<file path="src/sv/wrs_pkg.sv">
// Package: shared types, constants and the suite OUI lookup for the WPA/RSN element parser.
`default_nettype none

package wrs_pkg;

  // Element type octets
  localparam logic [7:0] EID_VENDOR = 8'hdd;
  localparam logic [7:0] EID_RSN    = 8'h30;
  localparam logic [7:0] WPA_OUI_TYPE = 8'h01;

  // Shortest WPA vendor element body that can hold OUI, type and version
  localparam logic [7:0] WPA_MIN_LEN = 8'd6;

  // Suite type defaults
  localparam logic [7:0] SUITE_NONE = 8'd0;
  localparam logic [7:0] SUITE_TKIP = 8'd2;

  // Authentication method codes
  localparam logic [1:0] AUTH_OPEN = 2'd0;
  localparam logic [1:0] AUTH_WEP  = 2'd1;
  localparam logic [1:0] AUTH_WPA  = 2'd2;

  typedef enum logic [1:0] {
    KIND_OTHER = 2'd0,
    KIND_WPA   = 2'd1,
    KIND_RSN   = 2'd2
  } kind_e;

  typedef struct packed {
    logic [1:0] auth;
    logic [7:0] group;
    logic [7:0] pairwise;
    logic [7:0] akm;
  } sec_rec_t;

  // Expected OUI octet for a suite field of the given element kind
  function automatic logic [7:0] oui_byte(input kind_e kind, input logic [1:0] idx);
    logic [7:0] res;
    res = 8'h00;
    case (kind)
      KIND_WPA: begin
        case (idx)
          2'd1:    res = 8'h50;
          2'd2:    res = 8'hf2;
          default: res = 8'h00;
        endcase
      end
      KIND_RSN: begin
        case (idx)
          2'd1:    res = 8'h0f;
          2'd2:    res = 8'hac;
          default: res = 8'h00;
        endcase
      end
      default: res = 8'h00;
    endcase
    return res;
  endfunction

endpackage

`default_nettype wire

</file>
<file path="src/sv/wrs_in_if.sv">
// Interface: input octet channel (valid/ready plus octet, key flag and last marker).
`default_nettype none

interface wrs_in_if;
  logic       valid;
  logic       ready;
  logic [7:0] ie_byte;
  logic       has_key;
  logic       last_byte;

  modport source (output valid, output ie_byte, output has_key, output last_byte,
                  input ready);
  modport sink   (input valid, input ie_byte, input has_key, input last_byte,
                  output ready);
endinterface

`default_nettype wire

</file>
<file path="src/sv/wrs_out_if.sv">
// Interface: security record channel (valid/ready plus record fields).
`default_nettype none

interface wrs_out_if;
  logic       valid;
  logic       ready;
  logic [1:0] auth_method;
  logic [7:0] group_cipher;
  logic [7:0] pairwise_cipher;
  logic [7:0] key_management;

  modport source (output valid, output auth_method, output group_cipher,
                  output pairwise_cipher, output key_management, input ready);
  modport sink   (input valid, input auth_method, input group_cipher,
                  input pairwise_cipher, input key_management, output ready);
endinterface

`default_nettype wire

</file>
<file path="src/sv/wpa_rsn_ie_security_parser.sv">
// Top level: WPA/RSN information-element parser, one octet per request.
//
//   channel | dir | payload                                        | request
//   --------+-----+------------------------------------------------+----------------------
//   ie_i    | in  | ie_byte, has_key, last_byte                    | one element-list octet
//   rec_o   | out | auth_method, group_cipher, pairwise_cipher,    | one record per list,
//           |     | key_management                                 | on the last octet
//
// Cycles: one octet per clock while ie_i.ready is high; the parse state is updated
// at the edge that takes the octet, and a record appears in the output register
// the cycle after the last octet is taken. The only limit is the single output register.
// Reset: asynchronous, clears the parser to "expecting element type" with no
// list in progress and the output register empty.
// Stalls: ie_i.ready stays high while the output register is empty or being
// drained, so a new octet is taken alongside a record leaving.
`default_nettype none

module wpa_rsn_ie_security_parser (
  input  wire logic clk_i,
  input  wire logic rst_ni,
  wrs_in_if.sink    ie_i,
  wrs_out_if.source rec_o
);

  typedef enum logic [3:0] {
    PH_TYPE   = 4'd0,
    PH_LEN    = 4'd1,
    PH_SKIP   = 4'd2,
    PH_WPAHDR = 4'd3,
    PH_VER    = 4'd4,
    PH_GROUP  = 4'd5,
    PH_PCNT   = 4'd6,
    PH_PSUITE = 4'd7,
    PH_ACNT   = 4'd8,
    PH_ASUITE = 4'd9
  } phase_e;

  // Parser state
  phase_e            phase_q, phase_d;
  wrs_pkg::kind_e    kind_q, kind_d;
  logic [8:0]        bie_q, bie_d;        // octet position inside the element
  logic [7:0]        len_q, len_d;        // element length octet
  logic              oui_ok_q, oui_ok_d;  // OUI compare of the current field so far
  logic [15:0]       cnt_q, cnt_d;        // suites left in the current list
  logic [1:0]        sbi_q, sbi_d;        // octet inside the current field
  logic              started_q, started_d;
  wrs_pkg::sec_rec_t rec_q, rec_d;

  // Output register
  logic              out_vld_q;
  wrs_pkg::sec_rec_t out_rec_q;

  logic       take;
  logic [7:0] b;
  logic       hk;
  logic [7:0] oui_exp;
  logic [8:0] elem_end;
  logic [15:0] cnt_full;
  logic [15:0] cnt_dec;
  logic [18:0] list_need;
  logic [18:0] list_limit;
  logic        list_fits;
  wrs_pkg::sec_rec_t rec_start;
  wrs_pkg::sec_rec_t rec_reset;
  wrs_pkg::sec_rec_t rec_secure;
  wrs_pkg::sec_rec_t rec_plain;

  assign ie_i.ready = !out_vld_q || rec_o.ready;
  assign take       = ie_i.valid && ie_i.ready;
  assign b          = ie_i.ie_byte;
  assign hk         = ie_i.has_key;

  assign rec_o.valid           = out_vld_q;
  assign rec_o.auth_method     = out_rec_q.auth;
  assign rec_o.group_cipher    = out_rec_q.group;
  assign rec_o.pairwise_cipher = out_rec_q.pairwise;
  assign rec_o.key_management  = out_rec_q.akm;

  assign rec_start  = '{auth: hk ? wrs_pkg::AUTH_WEP : wrs_pkg::AUTH_OPEN,
                        group: wrs_pkg::SUITE_TKIP, pairwise: wrs_pkg::SUITE_TKIP,
                        akm: wrs_pkg::SUITE_NONE};
  assign rec_reset  = '{auth: wrs_pkg::AUTH_OPEN,
                        group: wrs_pkg::SUITE_TKIP, pairwise: wrs_pkg::SUITE_TKIP,
                        akm: wrs_pkg::SUITE_NONE};
  assign rec_secure = '{auth: wrs_pkg::AUTH_WPA,
                        group: wrs_pkg::SUITE_TKIP, pairwise: wrs_pkg::SUITE_TKIP,
                        akm: wrs_pkg::SUITE_NONE};
  assign rec_plain  = '{auth: hk ? wrs_pkg::AUTH_WEP : wrs_pkg::AUTH_OPEN,
                        group: wrs_pkg::SUITE_NONE, pairwise: wrs_pkg::SUITE_NONE,
                        akm: wrs_pkg::SUITE_NONE};

  assign oui_exp  = wrs_pkg::oui_byte(kind_q, sbi_q);
  assign elem_end = {1'b0, len_q} + 9'd1;

  // Second count octet: does the whole suite list fit inside the element?
  assign cnt_full   = {b, cnt_q[7:0]};
  assign list_need  = {10'b0, bie_q} + 19'd1 + {1'b0, cnt_full, 2'b00};
  assign list_limit = {11'b0, len_q} + 19'd2;
  assign list_fits  = (list_need <= list_limit);
  assign cnt_dec    = cnt_q - 16'd1;

  always_comb begin
    phase_d   = phase_q;
    kind_d    = kind_q;
    bie_d     = bie_q;
    len_d     = len_q;
    oui_ok_d  = oui_ok_q;
    cnt_d     = cnt_q;
    sbi_d     = sbi_q;
    started_d = 1'b1;
    rec_d     = started_q ? rec_q : rec_start;

    case (phase_q)
      PH_TYPE: begin
        if (b == wrs_pkg::EID_VENDOR) begin
          kind_d = wrs_pkg::KIND_WPA;
        end else if (b == wrs_pkg::EID_RSN) begin
          kind_d = wrs_pkg::KIND_RSN;
        end else begin
          kind_d = wrs_pkg::KIND_OTHER;
        end
        bie_d   = 9'd1;
        phase_d = PH_LEN;
      end

      PH_LEN: begin
        len_d    = b;
        sbi_d    = 2'd0;
        oui_ok_d = 1'b1;
        if (kind_q == wrs_pkg::KIND_RSN) begin
          rec_d   = rec_secure;
          phase_d = PH_VER;
        end else if (kind_q == wrs_pkg::KIND_WPA) begin
          if (b < wrs_pkg::WPA_MIN_LEN) begin
            rec_d   = rec_plain;
            phase_d = PH_SKIP;
          end else begin
            phase_d = PH_WPAHDR;
          end
        end else begin
          phase_d = PH_SKIP;
        end
        bie_d = 9'd2;
        if (b == 8'd0) begin
          phase_d = PH_TYPE;
        end
      end

      default: begin
        // Element body octet
        case (phase_q)
          PH_WPAHDR: begin
            if (sbi_q != 2'd3) begin
              if (b != wrs_pkg::oui_byte(wrs_pkg::KIND_WPA, sbi_q)) oui_ok_d = 1'b0;
              sbi_d = sbi_q + 2'd1;
            end else begin
              sbi_d    = 2'd0;
              oui_ok_d = 1'b1;
              if (oui_ok_q && b == wrs_pkg::WPA_OUI_TYPE) begin
                rec_d   = rec_secure;
                phase_d = PH_VER;
              end else begin
                rec_d   = rec_plain;
                phase_d = PH_SKIP;
              end
            end
          end

          PH_VER: begin
            if (sbi_q == 2'd0) begin
              sbi_d = 2'd1;
            end else begin
              sbi_d    = 2'd0;
              oui_ok_d = 1'b1;
              phase_d  = PH_GROUP;
            end
          end

          PH_GROUP: begin
            if (sbi_q != 2'd3) begin
              if (b != oui_exp) oui_ok_d = 1'b0;
              sbi_d = sbi_q + 2'd1;
            end else begin
              rec_d.group = oui_ok_q ? b : wrs_pkg::SUITE_NONE;
              sbi_d    = 2'd0;
              oui_ok_d = 1'b1;
              phase_d  = PH_PCNT;
            end
          end

          PH_PCNT, PH_ACNT: begin
            if (sbi_q == 2'd0) begin
              cnt_d = {8'd0, b};
              sbi_d = 2'd1;
            end else begin
              cnt_d    = cnt_full;
              sbi_d    = 2'd0;
              oui_ok_d = 1'b1;
              if (!list_fits) begin
                phase_d = PH_SKIP;
              end else if (cnt_full == 16'd0) begin
                phase_d = (phase_q == PH_PCNT) ? PH_ACNT : PH_SKIP;
              end else begin
                phase_d = (phase_q == PH_PCNT) ? PH_PSUITE : PH_ASUITE;
              end
            end
          end

          PH_PSUITE, PH_ASUITE: begin
            if (sbi_q != 2'd3) begin
              if (b != oui_exp) oui_ok_d = 1'b0;
              sbi_d = sbi_q + 2'd1;
            end else begin
              if (oui_ok_q) begin
                if (phase_q == PH_PSUITE) begin
                  rec_d.pairwise = b;
                end else begin
                  rec_d.akm = b;
                end
              end
              cnt_d    = cnt_dec;
              sbi_d    = 2'd0;
              oui_ok_d = 1'b1;
              if (cnt_dec == 16'd0) begin
                phase_d = (phase_q == PH_PSUITE) ? PH_ACNT : PH_SKIP;
              end
            end
          end

          default: ;
        endcase

        // Element boundary overrides whatever the field logic chose
        if (bie_q >= elem_end) begin
          phase_d  = PH_TYPE;
          sbi_d    = 2'd0;
          oui_ok_d = 1'b1;
          bie_d    = 9'd0;
        end else begin
          bie_d = bie_q + 9'd1;
        end
      end
    endcase

    // Last octet: record leaves, parser starts a fresh list
    if (ie_i.last_byte) begin
      phase_d   = PH_TYPE;
      kind_d    = wrs_pkg::KIND_OTHER;
      bie_d     = 9'd0;
      len_d     = 8'd0;
      oui_ok_d  = 1'b1;
      cnt_d     = 16'd0;
      sbi_d     = 2'd0;
      started_d = 1'b0;
    end
  end

  always_ff @(posedge clk_i or negedge rst_ni) begin
    if (!rst_ni) begin
      phase_q   <= PH_TYPE;
      kind_q    <= wrs_pkg::KIND_OTHER;
      bie_q     <= 9'd0;
      len_q     <= 8'd0;
      oui_ok_q  <= 1'b1;
      cnt_q     <= 16'd0;
      sbi_q     <= 2'd0;
      started_q <= 1'b0;
      rec_q     <= rec_reset;
      out_vld_q <= 1'b0;
    end else begin
      if (take) begin
        phase_q   <= phase_d;
        kind_q    <= kind_d;
        bie_q     <= bie_d;
        len_q     <= len_d;
        oui_ok_q  <= oui_ok_d;
        cnt_q     <= cnt_d;
        sbi_q     <= sbi_d;
        started_q <= started_d;
        rec_q     <= ie_i.last_byte ? rec_reset : rec_d;
      end
      if (take && ie_i.last_byte) begin
        out_vld_q <= 1'b1;
      end else if (rec_o.ready) begin
        out_vld_q <= 1'b0;
      end
    end
  end

  // Record payload, no reset needed
  always_ff @(posedge clk_i) begin
    if (take && ie_i.last_byte) begin
      out_rec_q <= rec_d;
    end
  end

endmodule

`default_nettype wire

</file>
<file path="src/flat_wrapper.sv">
// flat-port wrapper written by rule: the top's interface ports become plain ports
module wpa_rsn_ie_security_parser_flat 
  (clk_i, rst_ni, ie_i_valid, ie_i_ie_byte, ie_i_has_key, ie_i_last_byte, ie_i_ready, rec_o_valid, rec_o_auth_method, rec_o_group_cipher, rec_o_pairwise_cipher, rec_o_key_management, rec_o_ready);
  wrs_in_if ie_i_i ();
  wrs_out_if rec_o_i ();
  input  wire logic clk_i;
  input  wire logic rst_ni;
  input wire logic [$bits(ie_i_i.valid)-1:0] ie_i_valid;
  input wire logic [$bits(ie_i_i.ie_byte)-1:0] ie_i_ie_byte;
  input wire logic [$bits(ie_i_i.has_key)-1:0] ie_i_has_key;
  input wire logic [$bits(ie_i_i.last_byte)-1:0] ie_i_last_byte;
  output wire logic [$bits(ie_i_i.ready)-1:0] ie_i_ready;
  output wire logic [$bits(rec_o_i.valid)-1:0] rec_o_valid;
  output wire logic [$bits(rec_o_i.auth_method)-1:0] rec_o_auth_method;
  output wire logic [$bits(rec_o_i.group_cipher)-1:0] rec_o_group_cipher;
  output wire logic [$bits(rec_o_i.pairwise_cipher)-1:0] rec_o_pairwise_cipher;
  output wire logic [$bits(rec_o_i.key_management)-1:0] rec_o_key_management;
  input wire logic [$bits(rec_o_i.ready)-1:0] rec_o_ready;
  assign ie_i_i.valid = ie_i_valid;
  assign ie_i_i.ie_byte = ie_i_ie_byte;
  assign ie_i_i.has_key = ie_i_has_key;
  assign ie_i_i.last_byte = ie_i_last_byte;
  assign ie_i_ready = ie_i_i.ready;
  assign rec_o_valid = rec_o_i.valid;
  assign rec_o_auth_method = rec_o_i.auth_method;
  assign rec_o_group_cipher = rec_o_i.group_cipher;
  assign rec_o_pairwise_cipher = rec_o_i.pairwise_cipher;
  assign rec_o_key_management = rec_o_i.key_management;
  assign rec_o_i.ready = rec_o_ready;
  wpa_rsn_ie_security_parser u_core (.clk_i(clk_i), .rst_ni(rst_ni), .ie_i(ie_i_i), .rec_o(rec_o_i));
endmodule
</file>
<file path="config.mk">
export PLATFORM = sky130hd
export DESIGN_NAME = wpa_rsn_ie_security_parser_flat
export DESIGN_NICKNAME = d
export VERILOG_FILES = /design/src/sv/wrs_pkg.sv /design/src/sv/wrs_in_if.sv /design/src/sv/wrs_out_if.sv /design/src/sv/wpa_rsn_ie_security_parser.sv /design/src/flat_wrapper.sv
export SDC_FILE = /design/constraint.sdc
export NUM_CORES = 1
export LEC_CHECK = 0
export BUFFER_PORTS_ARGS = -buffer_cell sky130_fd_sc_hd__buf_2
export CORE_UTILIZATION = 64
export CTS_BUF_LIST = sky130_fd_sc_hd__clkbuf_8
export CTS_CLUSTER_DIAMETER = 50
export DETAILED_ROUTE_END_ITERATION = 10
export PLACE_DENSITY = 0.83
export SYNTH_ARGS = -nofsm -noshare
export SYNTH_HDL_FRONTEND = slang
export SYNTH_SLANG_ARGS = --single-unit
export TNS_END_PERCENT = 1
</file>
<file path="constraint.sdc">
create_clock -name clk_i -period 5.9 [get_ports clk_i]
set_clock_uncertainty 0.2 [all_clocks]
set_input_delay 0.885 -clock clk_i [delete_from_list [all_inputs] [get_ports clk_i]]
set_output_delay 0.885 -clock clk_i [all_outputs]
set_load 0.01 [all_outputs]
</file>
==> qor.txt, run 1 <==
outcome: completed
Syn Std Cell Area: 6700 sq um
CTS H-tree lvls: 3
setup bufs post-CTS: 0
PD cells: 295 nW/um^2
Core ar.: 9950 sq um
I/O pin cnt: 42
critical path type: reg2reg
sequential share of the synthesized area: 0.379
Starting Density: 0.673
Resize count post-CTS: 0
critical path peak fanout: 7
initial antenna violation count: 0
Combinational Power Share: 0.395
Net Switching: 908 uW
synth warn: 0
Root Buffer: clkbuf_8
post-synth top area cell: dfrtp_1
first-pass GRT wire length: 30.5 mm
DRT iter0 DRCs: 562
share of layout cells above drive strength 1: 0.103
WHS Endpoint: u_core.rec_q[21]
Slew @ Worst Pin: 1.20 ns
ANT cells: 0
Main synth FF type: dfrtp_1
Hold Crit Start: u_core.rec_q[21]
final hold vios: 0
Static Leak: 0.00308 uW
Mean Syn Cell Area: 8.79 sq um
RSZ-0062 raised after global routing: false
TNS Setup: 0 ns
Yosys reg bits: 96
worst skew pair latency: 0.38 ns
reg2reg end: u_core.phase_q[1]
top cell type's share of synthesized area: 0.250
Slew Viols, Final: 0
Cell variety after synth: 69
clock sink count: 96
area delta synth->final: 6.00%
ys async rst share: 0.729
clock-pin slew on the worst setup and hold paths: 0.09 ns
Worst Hold Depth: 1
vias in the first global route: 5850
DRC viols: 0
DR vias/cell: 6.93
post-synthesis cell count: 762
crit path DAT: 4.77 ns
Max Root-Sink Buffers: 2
r2r worst-path depth: 16
switching part of the total: 0.433
hpwl dp: 12.9 mm
pin count of the biggest net entering global routing: 71
RD Place Congestion: 0.948
launching point of the worst reg2reg path: u_core.bie_q[1]
Tightest Hold Check Type: reg2reg
first-pass iteration count of the detailed router: 6
count of antenna-violating nets left after detailed routing: 0
die height: 104 microns
Hold Buf Count CTS: 0
die area: 10900 sq um
Max Cap Violations: 0
number of synthesized flops with an enable pin: 26
final worst-path cycle share: 0.797
slew margin rel.: 0.201
vias: 6298
hold slack final: 0.313 ns
clock power share: 0.191
CTS tree: built
Die Width: 104 microns
Max Clk Rate: 213 MHz
R2R Setup Slk: 1.20 ns
crit path launch type: flop
final wirelength: 18.9 mm
Routed WL per cell: 20.7 microns
Req. time, crit path: 5.97 ns
top-count cell post-synth: nand2_1
share of power burned in registers: 0.414
top cells by area, synth: dfrtp_1 25%, edfxtp_1 12%, ha_1 7.3%, a22o_1 6.3%, nand2_1 5.0%
Port Buffers: 41
Commonest cells post-synth: 90 x nand2_1, 67 x dfrtp_1, 57 x o21ai_0
gr usage total: 0.359
row count: 36
CP Capture Type: flop
Max VDD drop: 0.203 mV
Final min period: 4.70 ns
total gr overflow: 0
nets@finish: 825
setup violators final: 0
Internal: 1190 uW
cts bufs inserted: 9
syn_nets: 816
## through the flow
stage                     cells  instance area [sq um]   util  total power (uW)  setup slack, ns
after floorplan             762                   6700      -              1450             1.72
after global placement      893                   6930  0.696              1640             1.48
after detailed placement    893                   6930  0.696              1670             1.29
after CTS                   909                   7100  0.713              2070             1.25
after global routing        909                   7100  0.713              2220            0.822
final                       909                   7100  0.713              2100             1.20
## worst max path at each step
stage,depth (start not counted),end,slack [ns],start
finish,16,u_core.phase_q[1],1.20,u_core.bie_q[1]
global route,16,u_core.phase_q[0],0.82,u_core.bie_q[1]
CTS,16,u_core.phase_q[1],1.25,u_core.bie_q[1]
detailed placement,16,u_core.phase_q[1],1.29,u_core.bie_q[1]
global placement,18,u_core.phase_q[1],1.48,u_core.bie_q[1]
floorplan,18,u_core.phase_q[1],1.72,u_core.bie_q[0]
## registers in the layout, indices dropped and copies added (netlist names)
| register | cells |
|---|---|
| u_core.sbi_q | 2 |
| u_core.len_q | 8 |
| u_core.bie_q | 9 |
| u_core.rec_o.group_cipher | 8 |
| u_core.rec_o.auth_method | 2 |
| u_core.rec_o.key_management | 8 |
| u_core.oui_ok_q | 1 |
| u_core.started_q | 1 |
| u_core.kind_q | 2 |
| u_core.rec_o.valid | 1 |
| u_core.cnt_q | 16 |
| u_core.rec_q | 26 |
| u_core.rec_o.pairwise_cipher | 8 |
| u_core.phase_q | 4 |
## critical path, cell delays in order, from the launching register on
cell,delay [ns]
dfrtp_1,0.48
ha_1,0.29
xor2_1,0.20
ha_1,0.22
inv_1,0.07
fa_1,0.40
nand2b_1,0.18
a21oi_1,0.21
nor2b_1,0.09
xnor2_1,0.13
ha_1,0.33
a2111oi_0,0.37
a21oi_1,0.13
a2111o_1,0.44
nor4_1,0.48
a21oi_2,0.10
a221o_1,0.26
## placed cells by master (no fill, tap or decap), types with 4 or more instances in the layout
master and count:
a2111oi_0 5, a21o_1 9, a21oi_1 37, a22o_1 48
a22oi_1 5, a31oi_1 10, and2_1 5, and3_1 11
buf_2 41, buf_4 6, clkbuf_8 10, dfrtp_1 67
edfxtp_1 26, ha_1 39, inv_1 27, nand2_1 90
nand2b_1 7, nand3_1 31, nand4_1 26, nor2_1 42
nor2b_1 6, nor3_1 18, nor3b_1 6, nor4_1 12
o211a_1 4, o21a_1 4, o21ai_0 57, o21ai_1 8
o21bai_1 4, o22ai_1 4, o31ai_1 9, or4_1 6
xnor2_1 19, xor2_1 14
## routing by layer
layer / GRT usage / up-vias / wire length (microns)
li1: - / 2870 / -
met3: 0.0883 / 55 / 1930
met2: 0.536 / 363 / 8470
met1: 0.489 / 3010 / 7760
met5: 0 / - / 0
met4: 0.166 / 0 / 703
## area by class of cell
| cell class | instances | area [sq um] |
|---|---|---|
| fill | 777 | 2850 |
| multi-input combinational | 592 | 3880 |
| sequential | 96 | 2540 |
| clock buffer | 10 | 138 |
| clock inverter | 6 | 37.5 |
| timing repair buffer | 47 | 250 |
| inverter | 25 | 93.8 |
| tap | 133 | 166 |
## cell families (layout without fill, tap and decap cells)
family | Yosys count | count (layout) | share of synthesized area
multiplexers | 4 | 4 | 0.00616
adder cells (fa/ha/maj) | 41 | 41 | 0.0773
flip-flops | 96 | 96 | 0.379
XOR/XNOR | 33 | 33 | 0.0431
AO/OA/AOI/OAI | 232 | 232 | 0.237
buffers and inverters | 74 | 88 | 0.0433
AND/OR/NAND/NOR | 282 | 282 | 0.214
## power by group through the flow
stage	Sequential (uW)	Combinational, uW	Clock (uW)
4_1_cts	859	804	405
3_3_place_gp	867	773	0
5_1_grt	877	913	430
6_report	867	828	401
2_1_floorplan	812	638	0
3_5_place_dp	873	799	0
Note: power is estimated with default switching activity, not from simulation.
==> run 2: changes to the inputs <==
Settings changed: ABC_AREA set to 1, CORE_UTILIZATION 64 to 58, PLACE_DENSITY 0.83 to 0.79.
Clock period 5.9 ns to 3.8 ns, I/O delays scaled along.
==> run 2 against run 1 <==
  * Routed wire length is 8.6% higher
  * Cell count grew 35%
  * Via count up 12%
  * Utilization decreased by 6.1 points
  * Critical path type unchanged
  * Largest power group is now combinational logic
  * Highest routed layer unchanged
==> qor.txt, run 2 <==
syn_nets: 1072
Yosys reg bits: 96
count of antenna-violating nets left after detailed routing: 0
worst skew pair latency: 0.40 ns
crit path DAT: 3.66 ns
ANT cells: 0
Syn Std Cell Area: 7280 sq um
Static Leak: 0.00378 uW
post-synth top area cell: dfrtp_1
largest register by flop count: u_core.rec_q
CTS H-tree lvls: 3
Max Clk Rate: 283 MHz
sequential share of the synthesized area: 0.348
Commonest cells post-synth: 261 x nand2_1, 132 x inv_1, 96 x nor2_1
nets@finish: 1108
CTS tree: built
vias in the first global route: 6592
CP Capture Type: flop
setup violators final: 0
final wirelength: 20.5 mm
crit path launch type: flop
ys async rst share: 0.729
Final min period: 3.53 ns
area delta synth->final: 8.53%
initial antenna violation count: 0
Die Width: 114 microns
pin count of the biggest net entering global routing: 40
total gr overflow: 0
Routed WL per cell: 16.7 microns
top cell type's share of synthesized area: 0.230
most common cell after layout, fill and taps aside: nand2_1
Slew @ Worst Pin: 0.985 ns
RD Place Congestion: 0.973
number of synthesized flops with an enable pin: 26
first-pass GRT wire length: 33.1 mm
Non-Filler Instances: 1227
most frequent cells in the layout: 260 x nand2_1, 131 x inv_1, 91 x nor2_1, 71 x o21ai_0, 69 x nand3_1
top cells by area, synth: dfrtp_1 23%, nand2_1 13%, edfxtp_1 11%, inv_1 6.8%, ha_1 6.7%
biggest registers after layout: u_core.rec_q (26), u_core.cnt_q (16), u_core.bie_q (9)
critical path peak fanout: 5
hpwl dp: 15.2 mm
gr usage total: 0.330
Hold Buf Count CTS: 0
Largest register FFs: 26
slew margin rel.: 0.343
outcome: completed
DRC viols: 0
Req. time, crit path: 3.93 ns
clock sink count: 96
R2R Setup Slk: 0.27 ns
first-pass iteration count of the detailed router: 6
r2r worst-path depth: 22
top-count cell post-synth: nand2_1
Root Buffer: clkbuf_8
vias: 7063
row count: 40
die area: 13000 sq um
Starting Density: 0.601
Total Power: 3900 uW
Core ar.: 12100 sq um
DR vias/cell: 5.76
die height: 114 microns
Cell variety after synth: 54
critical path type: reg2reg
Mean Syn Cell Area: 7.15 sq um
Main synth FF type: dfrtp_1
PD cells: 494 nW/um^2
reg2reg end: u_core.phase_q[3]
synth warn: 0
Max VDD drop: 0.286 mV
Port Buffers: 41
placed cells: 1209
I/O pin cnt: 42
launching point of the worst reg2reg path: u_core.bie_q[0]
final worst-path cycle share: 0.930
share of layout cells above drive strength 1: 0.116
cts bufs inserted: 9
final hold vios: 0
Slew Viols, Final: 0
DRT iter0 DRCs: 772
Max Cap Violations: 0
Max Root-Sink Buffers: 2
Tightest Hold Check Type: in2async
post-synthesis cell count: 1018
clock-pin slew on the worst setup and hold paths: 0.11 ns
==> run 2: cell types whose count changed after synthesis, moves of 15 or more <==
cell      previous run  this run
nand3_1             31        69
inv_1               25       132
nand2_1             90       261
a22o_1              48         8
clkbuf_1            40        20
o21ai_0             57        72
nor2_1              43        96
o22ai_1              4        21
==> run 2: power breakdown <==
part           switching, uW  internal [uW]  total, uW
clock network            421            251        672
logic                   1260            611       1870
registers                150           1200       1350
total                   1830           2070       3900
==> run 2: repair_timing <==
action	4_1_cts	5_1_grt
endpoints found under the setup margin	0	4
buffers inserted	0	2
resized for setup	0	13
==> run 2: kinds of logic after synthesis <==
logic type,share of synthesized area
buf+inv,0.0949
xor+xnor,0.0385
flops,0.348
compound gates,0.169
fa+ha+maj,0.0698
simple gates,0.280
==> run 2: cell type report <==
type                    count  area, sq um
clock buffers               9          124
clock inverters             7         65.1
fillers                  1099         4210
inverters                 144          541
multi-input cells         745         4090
flip-flops and latches     96         2540
well taps                 168          210
repair buffers             58          333
==> run 2: worst max-delay path: stages (launching register included) <==
cell	delay, ns
dfrtp_1	0.42
ha_2	0.24
nand2_1	0.09
nor2_2	0.13
nand2_1	0.10
xor2_2	0.17
inv_1	0.08
ha_1	0.31
nand2_2	0.08
nor2_1	0.14
nand2_1	0.06
nand3_1	0.10
xor2_1	0.21
ha_1	0.27
nand2_1	0.08
a21oi_1	0.04
nand3_1	0.06
nand2_1	0.05
nand2_1	0.13
nand4_1	0.15
o21ai_1	0.14
nand3_1	0.10
o21ai_0	0.09
==> run 2: worst max-delay path by stage <==
stage,from,end,cells past startpoint
after global placement,u_core.bie_q[2],u_core.phase_q[1],24
after floorplan,u_core.bie_q[0],u_core.phase_q[1],24
after global routing,u_core.bie_q[0],u_core.phase_q[0],24
after CTS,u_core.bie_q[0],u_core.phase_q[2],22
final,u_core.bie_q[0],u_core.phase_q[3],22
after detailed placement,u_core.bie_q[0],u_core.phase_q[1],25
==> run 2: routing by layer <==
metal  track usage  up-vias  part of all wire
li1              -     3454                 -
met1         0.431     3249              0.43
met2         0.526      297              0.45
met3        0.0638       63             0.082
met4         0.160        0             0.036
met5             0        -                 0
==> run 2: through the flow <==
stage / hold WS, ns / setup WS, ns / setup TNS [ns] / util / cell area (sq um)
5_1_grt: 0.192 / -0.0261 / -0.0435 / 0.652 / 7900
4_1_cts: 0.143 / 0.216 / 0 / 0.648 / 7850
3_3_place_gp: 0.267 / 0.259 / 0 / 0.632 / 7660
6_report: 0.119 / 0.268 / 0 / 0.652 / 7900
3_5_place_dp: 0.276 / 0.242 / 0 / 0.632 / 7660
2_1_floorplan: 0.0744 / 0.523 / 0 / - / 7280
